===== src/rtl/cyk_pkg.sv =====
// cyk_pkg: shared constants, operation codes and types of the cyk recogniser
// no dependencies; imported by the interfaces and by every module of the block
`default_nettype none

package cyk_pkg;

   // grammar and word limits
   localparam int MAX_NONTERMS = 16;
   localparam int MAX_LEN      = 32;

   // derived widths
   localparam int NT_W       = $clog2(MAX_NONTERMS);
   localparam int IW         = $clog2(MAX_LEN);
   localparam int LEN_CW     = $clog2(MAX_LEN + 1);
   localparam int ROW_W      = MAX_NONTERMS * MAX_NONTERMS;
   localparam int ROW_BW     = $clog2(ROW_W);
   localparam int TERM_DEPTH = 256;
   localparam int SYM_W      = 8;
   localparam int CHART_AW   = 2 * IW;

   // configuration port
   localparam int CSR_AW = 3;
   localparam int CSR_DW = 32;
   localparam logic CSR_IDX_START = 1'b0;

   // operation codes
   localparam logic [2:0] OP_ADD_TERM  = 3'd0;
   localparam logic [2:0] OP_ADD_PAIR  = 3'd1;
   localparam logic [2:0] OP_CLEAR     = 3'd2;
   localparam logic [2:0] OP_WORD_BYTE = 3'd3;
   localparam logic [2:0] OP_END_WORD  = 3'd4;

   typedef logic [MAX_NONTERMS-1:0] nt_mask_type;
   typedef logic [ROW_W-1:0]        pair_row_type;

   // requests from the sequencer to the rule store
   typedef struct packed {
      logic         clear;
      logic         term_rd;
      logic         term_wr;
      logic [SYM_W-1:0] term_addr;
      nt_mask_type  term_wdata;
      logic         pair_rd;
      logic         pair_wr;
      logic [NT_W-1:0] pair_row;
      pair_row_type pair_wdata;
   } rule_req_type;

endpackage

`default_nettype wire


===== src/rtl/cyk_comb_unit.sv =====
// cyk_comb_unit: shared head accumulator, one left nonterminal row per step
// depends on cyk_pkg
`default_nettype none

module cyk_comb_unit
   import cyk_pkg::*;
(
   input  wire logic         clock,
   input  wire logic         clear,
   input  wire logic         step,
   input  wire nt_mask_type  rm,
   input  wire pair_row_type row,
   output      nt_mask_type  heads
);

   nt_mask_type acc_ff;
   nt_mask_type gated;

   // heads of all pairs (b, c) with c in the right mask
   always_comb begin
      gated = '0;
      for (int c = 0; c < MAX_NONTERMS; c++) begin
         if (rm[c]) begin
            gated = gated | row[c*MAX_NONTERMS +: MAX_NONTERMS];
         end
      end
   end

   always_ff @(posedge clock) begin
      if (clear) begin
         acc_ff <= '0;
      end else if (step) begin
         acc_ff <= acc_ff | gated;
      end
   end

   assign heads = acc_ff;

endmodule

`default_nettype wire

===== config.mk =====
export PLATFORM = sky130hd
export DESIGN_NAME = cyk_comb_unit
export DESIGN_NICKNAME = d
export VERILOG_FILES = /design/src/rtl/cyk_pkg.sv /design/src/rtl/cyk_comb_unit.sv
export SDC_FILE = /design/constraint.sdc
export NUM_CORES = 1
export LEC_CHECK = 0
export BUFFER_PORTS_ARGS = -buffer_cell sky130_fd_sc_hd__buf_2
export CAP_MARGIN = 15
export CORE_AREA = 2 2 112 114
export CTS_CLUSTER_DIAMETER = 120
export DETAILED_ROUTE_END_ITERATION = 10
export DIE_AREA = 0 0 114 116
export PLACE_DENSITY = 0.51
export SYNTH_ARGS = -nofsm -noshare
export SYNTH_HDL_FRONTEND = slang
export SYNTH_SLANG_ARGS = --single-unit

===== constraint.sdc =====
create_clock -name clock -period 1.35 [get_ports clock]
set_clock_uncertainty 0.15 [all_clocks]
set_input_delay 0.0675 -clock clock [delete_from_list [all_inputs] [get_ports clock]]
set_output_delay 0.0675 -clock clock [all_outputs]
set_load 0.02 [all_outputs]

==> results by group <==
Worst setup path
  – FF-to-FF setup slack: between 400 and 500 ps
  – R2r startpoint: heads[11]
  – FF-to-FF End: heads[11]
  – CP cell instances: buf_2 > a222oi_1 > and3_1 > a31oi_1
  – Critical path arrival: roughly 1100 ps
  – Setup crit start kind: primary input
  – Crit Path Category: in -> reg
  – Worst path max stage delay: around 450 ps
  – Crit-path slowest cell: a222oi_1
  – WP data required: about 1300 ps
  – Worst Reg-to-Reg Cells: 2
  – Crit path from: rm[4]
  – Worst setup EP type: flop
  – Worst-path fanout max: 16

Timing
  – Slew HR: 0.731
  – Actual slew at the worst max-slew pin: ~400 ps
  – Final worst path period need: 1090 ps
  – Final setup vio count: 0
  – RSZ-0062 raised after global routing: false
  – Fin. Hold Viols: 0
  – Max Freq: slightly above 0.9 GHz
  – Fin Setup TNS: 0 ps
  – Worst hold margin: about 120 ps
  – Fin. max-slew vios: 0
  – Final period util: 0.807

Yosys
  – Post-Syn Area per Cell: about 8.4 µm²
  – Number of flops mapped to enable cells by yosys: 0
  – Most frequent cell after synthesis: a22oi_1
  – Top_reg_cell synth: dfxtp_1
  – Share of the synthesized area in the top cell type: 0.351
  – Ys async rst share: 0
  – Syn nets: 515
  – Post-Synthesis Cells: 240
  – Dominant cell type by area after synthesis: a22oi_1
  – Yosys reg bits: 16
  – Netlist cell types: 19
  – Sequential share of the synthesized area: 0.159
  – Mapped Area: approximately 0.002 mm²
  – Synth area leaders: a22oi_1 (35%), dfxtp_1 (16%), a222oi_1 (8.0%)
  – YS warnings: 0

Floorplanning
  – Top-Level Pins: just under 300
  – Core ar.: ~0.012 mm²
  – Num rows: 40
  – Initial Utilization: 0.169
  – Die Y: 116 µm
  – Die area: 0.0132 mm²
  – Die Span X: approximately 110 µm

Finish
  – Area grow syn2layout: 81.5%
  – Share of post-route cells with drive strength above 1: 0.583
  – Layout Nets: approximately 800
  – Finished Core Util: 0.307
  – Design area: between 0.003 and 0.004 mm²
  – Largest register FFs: 16

Routing
  – Number of routed nets with antenna violations: 0
  – Drt pass-1 iters: 8
  – Drt initial violations: 207
  – DRC viols: 0
  – Routed WL per cell: between 15 and 20 µm
  – Final WL: about 12000 µm
  – Vias: roughly 3400
  – Vias per Instance: between 5 and 6

Power
  – P_int: between 1000 and 1500 µW
  – Register share of total power: 0.257
  – PD cells: between 500 and 600 mW/mm²
  – P_sw: approximately 670 µW
  – Logic pwr share: 0.475
  – VDD IR-drop max: 407 µV
  – Sw frac: 0.317
  – Clk pwr share: 0.268
  – Static leakage: 0.00193 µW

Place
  – Dpl cell area: between 0.003 and 0.004 mm²
  – DP HPWL: ~11000 µm
  – Port bufs: 290
  – RePlAce Congestion: 0.888

Hold path
  – WHS Path Cells: 4
  – WHS Endpoint: heads[3]
  – Worst hold start: row[147]
  – Min-delay worst type: in -> reg

Clocking
  – CTS tree: done
  – Clock root cell: clkbuf_16
  – H-Tree Depth: 1
  – CTS Buf Count: 3
  – Post-CTS setup buffers: 0
  – Clock slew at reported path FFs: approximately 50 ps
  – Clk sinks: 16
  – Clk_lat worst skew: ~240 ps
  – Maximum clock insertion buffer count: 2
  – Post-CTS sizing: 0

Status
  – Status: completed

Global routing
  – Initial antenna violation count: 1
  – Largest net degree at the start of global routing: 17
  – Gr usage total: 0.173
  – Vias in the first global route: around 3300
  – Final global-route overflow total: 0
  – First-pass GRT wire length: about 18000 µm

Job
  – Max Cap Viol: 0
## layout by cell type, fill, tap and decap left out, drive strengths merged
cell and instances:
a21oi 16, a222oi 16, a22oi 96, a31oi 16, and3 16, and4 16
buf 291, clkbuf 3, dfxtp 16, diode 1, dlygate4sd3 16, o21bai 16
## worst max-delay path: cells and delay by family
kind | cells | cell delay, ps
AOI/OAI and AO/OA | 2 | 540
buffers and inverters | 1 | 210
and+or+nand+nor | 1 | 250
## layout make-up
type | instances | area [µm²]
fill | 1303 | 8260
timing repair buffer | 307 | 1620
multi-input combinational | 192 | 1450
sequential | 16 | 320
tap | 147 | 184
clock buffer | 3 | 75.1
antenna | 1 | 2.50
## per-layer routing
layer  vias to the layer above  wire length (µm)  global-route usage
met2                       183              6390               0.316
met3                        10               952              0.0361
li1                       1618                 -                   -
met5                         -                 0                   0
met4                         0               158              0.0244
met1                      1613              4950               0.214
## cell families (layout without fill, tap and decap cells)
family,after synthesis,count (layout),synth area share
buffers and inverters,32,310,0.120
other,0,1,0
DFF,16,16,0.159
and+or+nand+nor,32,32,0.126
AOI/OAI and AO/OA,160,160,0.595
## repair_timing
action                                  CTS  global route
endpoints found under the setup margin    0             0
hold buffers                             16             0
endpoints found under the hold margin    16             0
## worst max-delay path by stage
stage                      to  cells past startpoint
finish              heads[15]                      4
global route        heads[14]                      4
CTS                 heads[14]                      4
detailed placement  heads[14]                      4
global placement    heads[11]                      4
floorplan           heads[10]                      5
## power by group through the flow
stage	Sequential [µW]	Clock, µW	Combinational (µW)
detailed placement	548	0	970
floorplan	586	0	415
global route	543	598	1100
CTS	538	594	1010
global placement	548	0	962
finish	539	563	999
## metrics by stage
step                instances  setup slack [ps]  power [µW]
floorplan                 240               277        1000
global placement          646              50.7        1510
detailed placement        646              2.06        1520
CTS                       665               263        2140
global route              666               206        2240
finish                    666               260        2100
Note: power is estimated with default switching activity, not from simulation.
